<file path="src/rtl/rac_pkg.sv">
// ----------------------------------------------------------------------------
// rac_pkg
// Shared widths, limits and register indexes for the ray/box closest-hit block.
// ----------------------------------------------------------------------------
package rac_pkg;

  localparam int COORD_BITS = 32;
  localparam int FRAC_BITS  = 16;
  localparam int ID_BITS    = 16;
  localparam int DIST_BITS  = COORD_BITS - 1;
  localparam int NUM_BITS   = COORD_BITS + 1;
  localparam int DVD_BITS   = NUM_BITS + FRAC_BITS;
  localparam int CNT_BITS   = $clog2(DVD_BITS + 1);
  localparam int IDX_BITS   = 3;

  localparam logic signed [COORD_BITS-1:0] T_MAX = {1'b0, {(COORD_BITS-1){1'b1}}};
  localparam logic signed [COORD_BITS-1:0] T_MIN = {1'b1, {(COORD_BITS-1){1'b0}}};

  // Configuration register indexes.
  localparam logic [IDX_BITS-1:0] REG_ORIGIN_X = 3'd0;
  localparam logic [IDX_BITS-1:0] REG_ORIGIN_Y = 3'd1;
  localparam logic [IDX_BITS-1:0] REG_ORIGIN_Z = 3'd2;
  localparam logic [IDX_BITS-1:0] REG_DIR_X    = 3'd3;
  localparam logic [IDX_BITS-1:0] REG_DIR_Y    = 3'd4;
  localparam logic [IDX_BITS-1:0] REG_DIR_Z    = 3'd5;

  // Divider request from the sequencer.
  typedef struct packed {
    logic                       start;
    logic signed [NUM_BITS-1:0] num;
    logic signed [COORD_BITS-1:0] den;
  } div_req_t;

endpackage

</file>
<file path="src/rtl/ray_aabb_closest_hit.sv">
// ----------------------------------------------------------------------------
// ray_aabb_closest_hit
// Ray versus axis-aligned box slab test with nearest-hit tracking.
// ----------------------------------------------------------------------------
// One box item at a time is taken. A disabled box goes straight to the finish
// state. An enabled box runs each axis in turn: an axis with a zero direction
// is only checked against its slab, otherwise two divisions run on the shared
// bit-serial divider and a further step folds in the slab bounds; a box that
// misses on an early axis stops there.
// The result of the last box sits in an output register, so the next query
// can start while it waits to be taken.
module ray_aabb_closest_hit
  import rac_pkg::*;
(
  input  logic                         clk,
  input  logic                         rst,
  input  logic                         cfg_we,
  input  logic [IDX_BITS-1:0]          cfg_index,
  input  logic [COORD_BITS-1:0]        cfg_data,
  input  logic                         in_valid,
  output logic                         in_ready,
  input  logic signed [COORD_BITS-1:0] box_min_x,
  input  logic signed [COORD_BITS-1:0] box_min_y,
  input  logic signed [COORD_BITS-1:0] box_min_z,
  input  logic signed [COORD_BITS-1:0] box_max_x,
  input  logic signed [COORD_BITS-1:0] box_max_y,
  input  logic signed [COORD_BITS-1:0] box_max_z,
  input  logic [ID_BITS-1:0]           node_id,
  input  logic                         box_enabled,
  input  logic                         last_box,
  output logic                         out_valid,
  input  logic                         out_ready,
  output logic                         hit_found,
  output logic [ID_BITS-1:0]           hit_node,
  output logic [DIST_BITS-1:0]         hit_distance
);

  typedef enum logic [5:0] {
    S_IDLE   = 6'b000001,
    S_CHECK  = 6'b000010,
    S_DIV0   = 6'b000100,
    S_DIV1   = 6'b001000,
    S_UPDATE = 6'b010000,
    S_FINISH = 6'b100000
  } state_t;

  state_t state;

  logic signed [COORD_BITS-1:0] origin [3];
  logic signed [COORD_BITS-1:0] dir [3];
  logic signed [COORD_BITS-1:0] lo [3];
  logic signed [COORD_BITS-1:0] hi [3];
  logic [ID_BITS-1:0]           node;
  logic                         enabled;
  logic                         last;
  logic [1:0]                   axis;
  logic                         miss;
  logic signed [COORD_BITS-1:0] tmin;
  logic signed [COORD_BITS-1:0] tmax;
  logic signed [COORD_BITS-1:0] t0;
  logic [DIST_BITS-1:0]         best_distance;
  logic [ID_BITS-1:0]           best_node;
  logic                         any_hit;

  logic signed [COORD_BITS-1:0] o_a, d_a, lo_a, hi_a;
  logic signed [COORD_BITS-1:0] t0s, t1s, tmin_next, tmax_next;
  logic signed [COORD_BITS-1:0] div_quot;
  logic                         div_done;
  div_req_t                     div_req;
  logic                         take;
  logic                         any_next;
  logic                         out_free;

  // Configuration registers.
  always_ff @(posedge clk) begin
    if (rst) begin
      for (int i = 0; i < 3; i++) begin
        origin[i] <= '0;
        dir[i]    <= '0;
      end
    end else if (cfg_we) begin
      case (cfg_index)
        REG_ORIGIN_X: origin[0] <= cfg_data;
        REG_ORIGIN_Y: origin[1] <= cfg_data;
        REG_ORIGIN_Z: origin[2] <= cfg_data;
        REG_DIR_X:    dir[0]    <= cfg_data;
        REG_DIR_Y:    dir[1]    <= cfg_data;
        REG_DIR_Z:    dir[2]    <= cfg_data;
        default: ;
      endcase
    end
  end

  // Per-axis operand selection.
  always_comb begin
    case (axis)
      2'd0: begin
        o_a = origin[0]; d_a = dir[0]; lo_a = lo[0]; hi_a = hi[0];
      end
      2'd1: begin
        o_a = origin[1]; d_a = dir[1]; lo_a = lo[1]; hi_a = hi[1];
      end
      default: begin
        o_a = origin[2]; d_a = dir[2]; lo_a = lo[2]; hi_a = hi[2];
      end
    endcase
  end

  // Divider requests: the min bound on entering, the max bound after it.
  always_comb begin
    div_req.den   = d_a;
    div_req.start = 1'b0;
    div_req.num   = NUM_BITS'(lo_a) - NUM_BITS'(o_a);
    if (state == S_CHECK && d_a != '0) begin
      div_req.start = 1'b1;
    end else if (state == S_DIV0 && div_done) begin
      div_req.start = 1'b1;
      div_req.num   = NUM_BITS'(hi_a) - NUM_BITS'(o_a);
    end
  end

  rac_div u_div (
    .clk  (clk),
    .rst  (rst),
    .req  (div_req),
    .done (div_done),
    .quot (div_quot)
  );

  // Slab interval update; div_quot holds t1 while in S_UPDATE.
  assign t0s       = d_a[COORD_BITS-1] ? div_quot : t0;
  assign t1s       = d_a[COORD_BITS-1] ? t0 : div_quot;
  assign tmin_next = (t0s > tmin) ? t0s : tmin;
  assign tmax_next = (t1s < tmax) ? t1s : tmax;

  // Nearest-hit bookkeeping for the box at hand.
  assign take     = !miss && (!any_hit || tmin[DIST_BITS-1:0] < best_distance);
  assign any_next = any_hit || take;
  assign out_free = !out_valid || out_ready;
  assign in_ready = (state == S_IDLE);

  // Sequencer.
  always_ff @(posedge clk) begin
    if (rst) begin
      state         <= S_IDLE;
      axis          <= '0;
      miss          <= 1'b0;
      any_hit       <= 1'b0;
      best_node     <= '0;
      best_distance <= '1;
    end else begin
      case (state)
        S_IDLE: begin
          if (in_valid) begin
            axis  <= '0;
            miss  <= !box_enabled;
            state <= box_enabled ? S_CHECK : S_FINISH;
          end
        end
        S_CHECK: begin
          if (d_a == '0) begin
            if (o_a < lo_a || o_a > hi_a) begin
              miss  <= 1'b1;
              state <= S_FINISH;
            end else if (axis == 2'd2) begin
              state <= S_FINISH;
            end else begin
              axis <= axis + 2'd1;
            end
          end else begin
            state <= S_DIV0;
          end
        end
        S_DIV0: begin
          if (div_done) begin
            state <= S_DIV1;
          end
        end
        S_DIV1: begin
          if (div_done) begin
            state <= S_UPDATE;
          end
        end
        S_UPDATE: begin
          if (tmax_next < tmin_next) begin
            miss  <= 1'b1;
            state <= S_FINISH;
          end else if (axis == 2'd2) begin
            state <= S_FINISH;
          end else begin
            axis  <= axis + 2'd1;
            state <= S_CHECK;
          end
        end
        S_FINISH: begin
          if (!last) begin
            if (take) begin
              any_hit       <= 1'b1;
              best_node     <= node;
              best_distance <= tmin[DIST_BITS-1:0];
            end
            state <= S_IDLE;
          end else if (out_free) begin
            any_hit       <= 1'b0;
            best_node     <= '0;
            best_distance <= '1;
            state         <= S_IDLE;
          end
        end
        default: state <= S_IDLE;
      endcase
    end
  end

  // Result valid: set when a query closes, cleared when the item is taken.
  always_ff @(posedge clk) begin
    if (rst) begin
      out_valid <= 1'b0;
    end else if (state == S_FINISH && last && out_free) begin
      out_valid <= 1'b1;
    end else if (out_ready) begin
      out_valid <= 1'b0;
    end
  end

  // Box capture and slab interval registers.
  always_ff @(posedge clk) begin
    if (state == S_IDLE && in_valid) begin
      lo[0]   <= box_min_x;
      lo[1]   <= box_min_y;
      lo[2]   <= box_min_z;
      hi[0]   <= box_max_x;
      hi[1]   <= box_max_y;
      hi[2]   <= box_max_z;
      node    <= node_id;
      enabled <= box_enabled;
      last    <= last_box;
      tmin    <= '0;
      tmax    <= T_MAX;
    end else if (state == S_DIV0 && div_done) begin
      t0 <= div_quot;
    end else if (state == S_UPDATE) begin
      tmin <= tmin_next;
      tmax <= tmax_next;
    end
  end

  // Result register.
  always_ff @(posedge clk) begin
    if (state == S_FINISH && last && out_free) begin
      hit_found    <= any_next;
      hit_node     <= take ? node : best_node;
      hit_distance <= take ? tmin[DIST_BITS-1:0] : (any_hit ? best_distance : '0);
    end
  end

  property p_empty_result;
    @(posedge clk) disable iff (rst)
      out_valid && !hit_found |-> hit_node == '0 && hit_distance == '0;
  endproperty
  a_empty_result: assert property (p_empty_result) else $error("miss result not zero");

  property p_div_done_state;
    @(posedge clk) disable iff (rst) div_done |-> state == S_DIV0 || state == S_DIV1;
  endproperty
  a_div_done_state: assert property (p_div_done_state) else $error("stray divider done");

  property p_clear_node;
    @(posedge clk) disable iff (rst) !any_hit |-> best_node == '0;
  endproperty
  a_clear_node: assert property (p_clear_node) else $error("node kept without hit");

  property p_disabled_misses;
    @(posedge clk) disable iff (rst) state == S_FINISH && !enabled |-> miss;
  endproperty
  a_disabled_misses: assert property (p_disabled_misses) else $error("disabled box tested");

endmodule

</file>
<file path="src/rtl/rac_div.sv">
// ----------------------------------------------------------------------------
// rac_div
// Iterative restoring divider: (num * 2^FRAC_BITS) / den, truncated toward
// zero and saturated to the signed coordinate range. One quotient bit a cycle.
// ----------------------------------------------------------------------------
module rac_div
  import rac_pkg::*;
(
  input  logic                         clk,
  input  logic                         rst,
  input  div_req_t                     req,
  output logic                         done,
  output logic signed [COORD_BITS-1:0] quot
);

  logic                  busy;
  logic [CNT_BITS-1:0]   cnt;
  logic [DVD_BITS-1:0]   dvd;
  logic [COORD_BITS-1:0] rem;
  logic [COORD_BITS-1:0] dmag;
  logic                  neg;
  logic [NUM_BITS-1:0]   nmag;
  logic [NUM_BITS-1:0]   dnegv;
  logic [NUM_BITS-1:0]   rem_sh;
  logic [NUM_BITS-1:0]   rem_sub;
  logic                  ge;
  logic                  sat;

  // Operand magnitudes.
  assign nmag   = req.num[NUM_BITS-1] ? NUM_BITS'(-req.num) : NUM_BITS'(req.num);
  assign dnegv  = {1'b0, dmag};
  assign rem_sh = {rem, dvd[DVD_BITS-1]};
  assign ge     = rem_sh >= dnegv;
  assign rem_sub = rem_sh - dnegv;

  // One shift-and-subtract step per cycle.
  always_ff @(posedge clk) begin
    if (rst) begin
      busy <= 1'b0;
      done <= 1'b0;
      cnt  <= '0;
    end else begin
      done <= 1'b0;
      if (req.start) begin
        busy <= 1'b1;
        cnt  <= CNT_BITS'(DVD_BITS);
      end else if (busy) begin
        cnt <= cnt - 1'b1;
        if (cnt == CNT_BITS'(1)) begin
          busy <= 1'b0;
          done <= 1'b1;
        end
      end
    end
  end

  always_ff @(posedge clk) begin
    if (req.start) begin
      dvd  <= {nmag, {FRAC_BITS{1'b0}}};
      rem  <= '0;
      dmag <= req.den[COORD_BITS-1] ? COORD_BITS'(-req.den) : COORD_BITS'(req.den);
      neg  <= req.num[NUM_BITS-1] ^ req.den[COORD_BITS-1];
    end else if (busy) begin
      rem <= ge ? rem_sub[COORD_BITS-1:0] : rem_sh[COORD_BITS-1:0];
      dvd <= {dvd[DVD_BITS-2:0], ge};
    end
  end

  // Saturate and apply the sign.
  assign sat = |dvd[DVD_BITS-1:COORD_BITS-1];

  always_comb begin
    if (neg) begin
      quot = sat ? T_MIN : -$signed(dvd[COORD_BITS-1:0]);
    end else begin
      quot = sat ? T_MAX : $signed(dvd[COORD_BITS-1:0]);
    end
  end

  property p_no_restart;
    @(posedge clk) disable iff (rst) req.start |-> !busy;
  endproperty
  a_no_restart: assert property (p_no_restart) else $error("divider restarted while busy");

  property p_done_after_busy;
    @(posedge clk) disable iff (rst) done |-> $past(busy);
  endproperty
  a_done_after_busy: assert property (p_done_after_busy) else $error("done without work");

  property p_done_single;
    @(posedge clk) disable iff (rst) done |=> !done;
  endproperty
  a_done_single: assert property (p_done_single) else $error("done held two cycles");

endmodule

</file>
<file path="config.mk">
export PLATFORM = sky130hd
export DESIGN_NAME = ray_aabb_closest_hit
export DESIGN_NICKNAME = d
export VERILOG_FILES = /design/src/rtl/rac_pkg.sv /design/src/rtl/ray_aabb_closest_hit.sv /design/src/rtl/rac_div.sv
export SDC_FILE = /design/constraint.sdc
export NUM_CORES = 2
export LEC_CHECK = 0
export ABC_AREA = 1
export BUFFER_PORTS_ARGS = -buffer_cell sky130_fd_sc_hd__buf_4
export CAP_MARGIN = 5
export CORE_MARGIN = 3
export CORE_UTILIZATION = 61
export CTS_CLUSTER_DIAMETER = 120
export DETAILED_ROUTE_END_ITERATION = 10
export GPL_ROUTABILITY_DRIVEN = 0
export GPL_TIMING_DRIVEN = 0
export PLACE_DENSITY = 0.89
export SYNTH_ARGS = -nofsm -noshare
export SYNTH_HDL_FRONTEND = slang
export SYNTH_SLANG_ARGS = --single-unit
</file>
<file path="constraint.sdc">
create_clock -name clk -period 9.85 [get_ports clk]
set_input_delay 0.985 -clock clk [delete_from_list [all_inputs] [get_ports clk]]
set_output_delay 0.985 -clock clk [all_outputs]
set_load 0.005 [all_outputs]
</file>
* Word-level counts from Yosys, hierarchy flattened *
Memories as Yosys holds them, arrays and structs flattened.
Index checks and enable logic that the tools add are counted.

storage, ports and cells
  memories = 4
  logic and storage cells = 206
  memory bits (writable) = 384
  input bits = 250
  register bits after elaboration = 341
  output and inout port bits = 50

memories
  name    words  width  read ports  clocked after Yosys merged registers in  write ports  RTL line                    text
  dir     3      32     3           0                                        3            ray_aabb_closest_hit.sv:50  logic signed [COORD_BITS-1:0] dir [3];
  hi      3      32     3           0                                        3            ray_aabb_closest_hit.sv:52  logic signed [COORD_BITS-1:0] hi [3];
  lo      3      32     3           0                                        3            ray_aabb_closest_hit.sv:51  logic signed [COORD_BITS-1:0] lo [3];
  origin  3      32     3           0                                        3            ray_aabb_closest_hit.sv:49  logic signed [COORD_BITS-1:0] origin [3];

operators by class
  equality and inequality tests = 25
  muxes and demuxes = 95
  add/sub/neg operators = 8
  $lt $le $gt $ge = 7
  reductions and logical operators = 32
  bitwise operators = 10

operators with widths
  operator                                        count
  two-way mux 32 bit                              14
  case mux 32 bit (2 select lines)                4
  two-way mux 31 bit                              6
  two-way mux 49 bit                              2
  less-than comparator 32 bit                     3
  two-way mux 6 bit                               13
  two-way mux 33 bit                              2
  subtractor 32 x 32 -> 33 bit                    2
  greater-than comparator 32 bit                  2
  negator 32 bit                                  2
  two-way mux 16 bit                              3
  two-way mux 1 bit                               42
  case mux 6 bit (6 select lines)                 1
  two-way mux 34 bit                              1
  greater-or-equal comparator 33 x 32 -> 1 bit    1
  negator 33 bit                                  1
  logical NOT 32 bit                              1
  nonzero test 32 bit                             1
  subtractor 32 bit                               1
  less-than comparator 31 bit                     1
  OR reduction 18 bit                             1
  AND reduction 5 bit                             3
  == test 6 x 1 -> 1 bit (second input constant)  2
  two-way mux 2 bit                               5
  32 further kinds                                63

* Logic depth before layout (Yosys ltp) *
  depth in word-level cells = 9
  depth in mapped cells = 50
  mapped depth without buffers = 48

* Hierarchy *
Synthesis repeated with hierarchy kept, for this count alone.

unflattened totals
  cells, all modules = 4683
  area total of the unflattened synthesis = 40191.0 um^2

by module, submodules not included
  module                instances  area each (um^2)  seq. area each (um^2)  cells an instance
  ray_aabb_closest_hit  1          29940.0           16886.2                3068
  rac_div               1          10251.1           3103.0                 1615

* Least setup slack after synthesis *
Ideal clock, no wire load.

  path type = reg-to-reg
  start point = register state[5]
  end point = memory hi[0][0], enable pin
  arrival time = 7.244 ns
  path buffers = 1
  path slack = 1.951 ns
  stages on the path, launching flop included = 7
  cells stage by stage = dfxtp_1 -> nor2_1 -> inv_1 -> nor4_1 -> inv_1 -> nor2_1 -> clkbuf_1

RTL lines
  element                 RTL line                     text
  from (decl)             ray_aabb_closest_hit.sv:47   state_t state;
  from (signal assigned)  ray_aabb_closest_hit.sv:157  state <= box_enabled ? S_CHECK : S_FINISH;
  to (decl)               ray_aabb_closest_hit.sv:52

* Worst setup path in the final report *
  start point = register axis[0]
  end point = register u_div.dvd[29], data pin

between the ends
  longest elaborated chain between the ends = 8

RTL lines
  element                                                      RTL line                                                  text
  from (decl)                                                  ray_aabb_closest_hit.sv:56                                logic [1:0] axis;
  from (signal assigned)                                       ray_aabb_closest_hit.sv:168                               axis <= axis + 2'd1;
  from (signal assigned)                                       ray_aabb_closest_hit.sv:191                               axis <= axis + 2'd1;
  == test 2 x 1 -> 1 bit or logical NOT 2 bit (tied branches)  ray_aabb_closest_hit.sv:96                                case (axis)
  case mux 32 bit (2 select lines)                             ray_aabb_closest_hit.sv:96
  subtractor 32 x 32 -> 33 bit, or another cell as far along   ray_aabb_closest_hit.sv:113                               div_req.num = NUM_BITS'(lo_a) - NUM_BITS'(o_a);
  two-way mux 34 bit or logical AND 1 bit (tied branches)      ray_aabb_closest_hit.sv:116, ray_aabb_closest_hit.sv:114
  two-way mux 33 bit                                           ray_aabb_closest_hit.sv:114                               if (state == S_CHECK && d_a != '0) begin
  negator 33 bit                                               rac_div.sv:30                                             assign nmag = req.num[NUM_BITS-1] ? NUM_BITS'(-req.num) : NUM_BITS'(req.num);
  two-way mux 33 bit                                           rac_div.sv:30
  two-way mux 49 bit (*)                                       rac_div.sv:58                                             if (req.start) begin
  to (signal assigned)                                         rac_div.sv:59                                             dvd <= {nmag, {FRAC_BITS{1'b0}}};
  to (signal assigned)                                         rac_div.sv:65                                             dvd <= {dvd[DVD_BITS-2:0], ge};
  to (decl)                                                    rac_div.sv:18                                             logic [DVD_BITS-1:0] dvd;

Every way passes the cells marked *; elsewhere a longest branch is shown, timed or not.
A chain may end at the register's enable or synchronous reset.

==> results.sh <==
export IMPL_critPathLaunchType="flip-flop"
export IMPL_setup_viol=0
export IMPL_hp_start="best_node[5]"
export IMPL_p_leak_uw=0.0190
export IMPL_r2r_start="axis[0]"
export IMPL_yosysUniqueCellTypes=59
export IMPL_whs_path_depth=2
export IMPL_synthCells=4128
export IMPL_cts_buffers_inserted=76
export IMPL_antenna_found_initial=1
export IMPL_core_area_mm2=0.0610
export IMPL_fmax_mhz=117
export IMPL_routed_wl_um=105000
export IMPL_grt_pass1_vias=31464
export IMPL_die_w_um=256
export IMPL_path_depth=25
export IMPL_ys_seq_area_frac=0.525
export IMPL_fin_nets=4995
export IMPL_status="completed"
export IMPL_fp_row_count=90
export IMPL_final_cell_mix="nand2_1 (907), edfxtp_1 (547), inv_1 (441), o21ai_0 (320), a21oi_1 (315)"
export IMPL_vias=32608
export IMPL_r2r_end="u_div.dvd[29]"
export IMPL_slowest_stage="a22oi_1"
export IMPL_drt_pass1_iterations=8
export IMPL_diodes=0
export IMPL_regToRegSetupSlack_ns=1.31
export IMPL_rsz0062_at_grt="false"
export IMPL_maxCapViolCount=0
export IMPL_fin_tns_setup_ns=0
export IMPL_fin_util=0.722
export IMPL_slew_viol_final=0
export IMPL_path_max_fanout=10
export IMPL_path_class="flip-flop to flip-flop"
export IMPL_final_common_cell="nand2_1"
export IMPL_hold_end="best_node[5]"
export IMPL_slowest_delay_ns=0.68
export IMPL_routedWlPerCell_um=19.4
export IMPL_cts_tree="built"
export IMPL_hpwl_um=78000
export IMPL_r2r_cells=25
export IMPL_ys_flop_type="edfxtp_1"
export IMPL_worstHoldPathType="flip-flop to flip-flop"
export IMPL_cts_sinks=725
export IMPL_cellPowerDensity_mw_per_mm2=252
export IMPL_grt_max_degree=70
export IMPL_syn_avg_cell_area_um2=9.21
export IMPL_syn_cell_area_mm2=0.0380
export IMPL_post_cts_resized=0
export IMPL_grt_pass1_wl_um=164000
export IMPL_cts_max_path_buffers=3
export IMPL_post_cts_repair_setup_buffers=0
export IMPL_cp_data_required_time_ns=10.20
export IMPL_hold_buffers=0
export IMPL_worst_slew_pin_slew_ns=1.27
export IMPL_synth_enable_flop_cells=547
export IMPL_htreeDepth=3
export IMPL_drc=0
export IMPL_gr_total_overflow=0
export IMPL_track_usage=0.313
export IMPL_antenna_left=0
export IMPL_ir_worst_vdd_mv=0.211
export IMPL_cpLargestDelayFamily="compound AO/OA/AOI/OAI gates"
export IMPL_area_growth_pct=15.8
export IMPL_crit_top_cell="clkbuf_1"
export IMPL_drt_iter0_markers=3552
export IMPL_io_buffers=298
export IMPL_die_h_um=256
export IMPL_clkTransAtPathRegs_ns=0.06
export IMPL_clkLatencyLatePin_ns=0.64
export IMPL_dieArea_mm2=0.0654
export IMPL_cts_root_buf="clkbuf_16"
export IMPL_finalCritPeriodShare=0.867
export IMPL_clock_skew_ns=0.0275
export IMPL_timing_final_crit_period_ns=8.54
export IMPL_syn_nets=4611
export IMPL_hold_violations=0
export IMPL_crit_buf_inv=8
export IMPL_synthArstFlopShare=0
export IMPL_ys_ff_latch=725
export IMPL_yosysWarnings=0
export IMPL_crit_arrival_ns=8.89
export IMPL_vias_per_cell=6.04
export IMPL_drive_gt1_frac=0.112
export IMPL_ios=300
export IMPL_max_slew_margin=0.155
export IMPL_start_util=0.623
export IMPL_critPathCaptureType="flip-flop"
registers in the layout, indices dropped and copies added, names as in the netlist, 2 cells and up, named ones only:
signal / cells
hit_distance: 31
hit_node: 16
dir: 96
u_div.dmag: 32
node: 16
lo: 96
best_node: 16
u_div.cnt: 6
tmin: 31
origin: 96
u_div.rem: 32
t0: 32
u_div.dvd: 49
hi: 96
state: 6
tmax: 32
best_distance: 31
axis: 2
how the worst max path moves through the flow:
stage,start,endpoint
finish,axis[0],u_div.dvd[29]
global route,axis[0],u_div.dvd[29]
CTS,axis[0],u_div.dvd[29]
detailed placement,axis[0],u_div.dvd[29]
global placement,state[5],lo[0][48]
floorplan,state[5],hi[0][0]
worst reg2reg max path, cell delays in order (launching register included):
cell,delay [ns]
dfxtp_1,0.35
inv_1,0.09
ha_1,0.31
nor2_1,0.17
buf_2,0.29
clkbuf_1,0.40
buf_2,0.33
clkbuf_1,0.55
clkbuf_1,0.56
clkbuf_1,0.47
a21oi_1,0.34
fa_1,0.53
nand3_1,0.10
nand3_1,0.11
a21oi_1,0.25
o21ai_0,0.18
a21boi_0,0.53
o21bai_1,0.27
nand2_1,0.19
nand2_1,0.10
a2111o_1,0.40
a22oi_1,0.68
clkbuf_1,0.44
nand2_1,0.12
o21ai_0,0.36
o21ai_0,0.16
metrics by stage:
step	area (µm²)	power, µW	setup WS, ns	hold slack (ns)	cells
4_1_cts	44000	11000	1.62	0.468	5402
5_1_grt	44000	11700	0.827	0.493	5402
6_report	44000	11100	1.31	0.467	5402
2_1_floorplan	38000	6940	1.95	0.445	4128
3_3_place_gp	41300	7960	-0.364	0.451	5254
3_5_place_dp	41500	8080	1.73	0.459	5262
routing by layer:
metal | GRT usage | vias up | wire length [µm]
li1 | - | 15035 | -
met1 | 0.370 | 15070 | 37300
met2 | 0.521 | 2052 | 49700
met3 | 0.0611 | 449 | 10200
met4 | 0.212 | 2 | 7820
met5 | 0 | - | 7
cell type report:
type	count	area [µm²]
well taps	828	1040
flip-flops and latches	725	20000
repair buffers	306	2430
fillers	4062	17000
clock inverters	41	457
multi-input cells	2782	15700
clock buffers	99	2040
inverters	454	1700
plain buffers	167	689
Yosys cell counts, drive strengths merged, types with 7 or more instances:
cell type / number / area, µm²
nand3: 226 / 1130
nor3: 43 / 235
xnor2: 37 / 324
clkbuf: 119 / 447
o21ai: 356 / 1790
o211ai: 40 / 300
buf: 48 / 235
edfxtp: 547 / 16400
dfxtp: 178 / 3560
a21oi: 319 / 1610
o22ai: 62 / 513
ha: 230 / 2880
nor2: 245 / 945
inv: 449 / 1690
a21boi: 9 / 67.6
a31oi: 15 / 93.8
nand2: 911 / 3420
a211oi: 20 / 150
or2: 17 / 106
xor2: 81 / 709
a21o: 8 / 60.1
nand4: 37 / 231
nor4: 16 / 115
o21bai: 7 / 52.6
a22o: 64 / 561
power by group:
part / leakage, µW / switching [µW] / internal (µW) / total (µW)
Clock: 0.00122 / 1250 / 1620 / 2870
Sequential: 0.00665 / 129 / 3610 / 3740
Combinational: 0.0111 / 3000 / 1490 / 4490
Total: 0.0190 / 4370 / 6730 / 11100
cells by family after synthesis:
logic type | share of synthesized area
AND/OR/NAND/NOR | 0.164
XOR/XNOR | 0.0272
flip-flops | 0.525
adder cells (fa/ha/maj) | 0.0772
buffers and inverters | 0.0627
AO/OA/AOI/OAI | 0.142
multiplexers | 0.00105
Note: power is estimated with default switching activity, not from simulation.
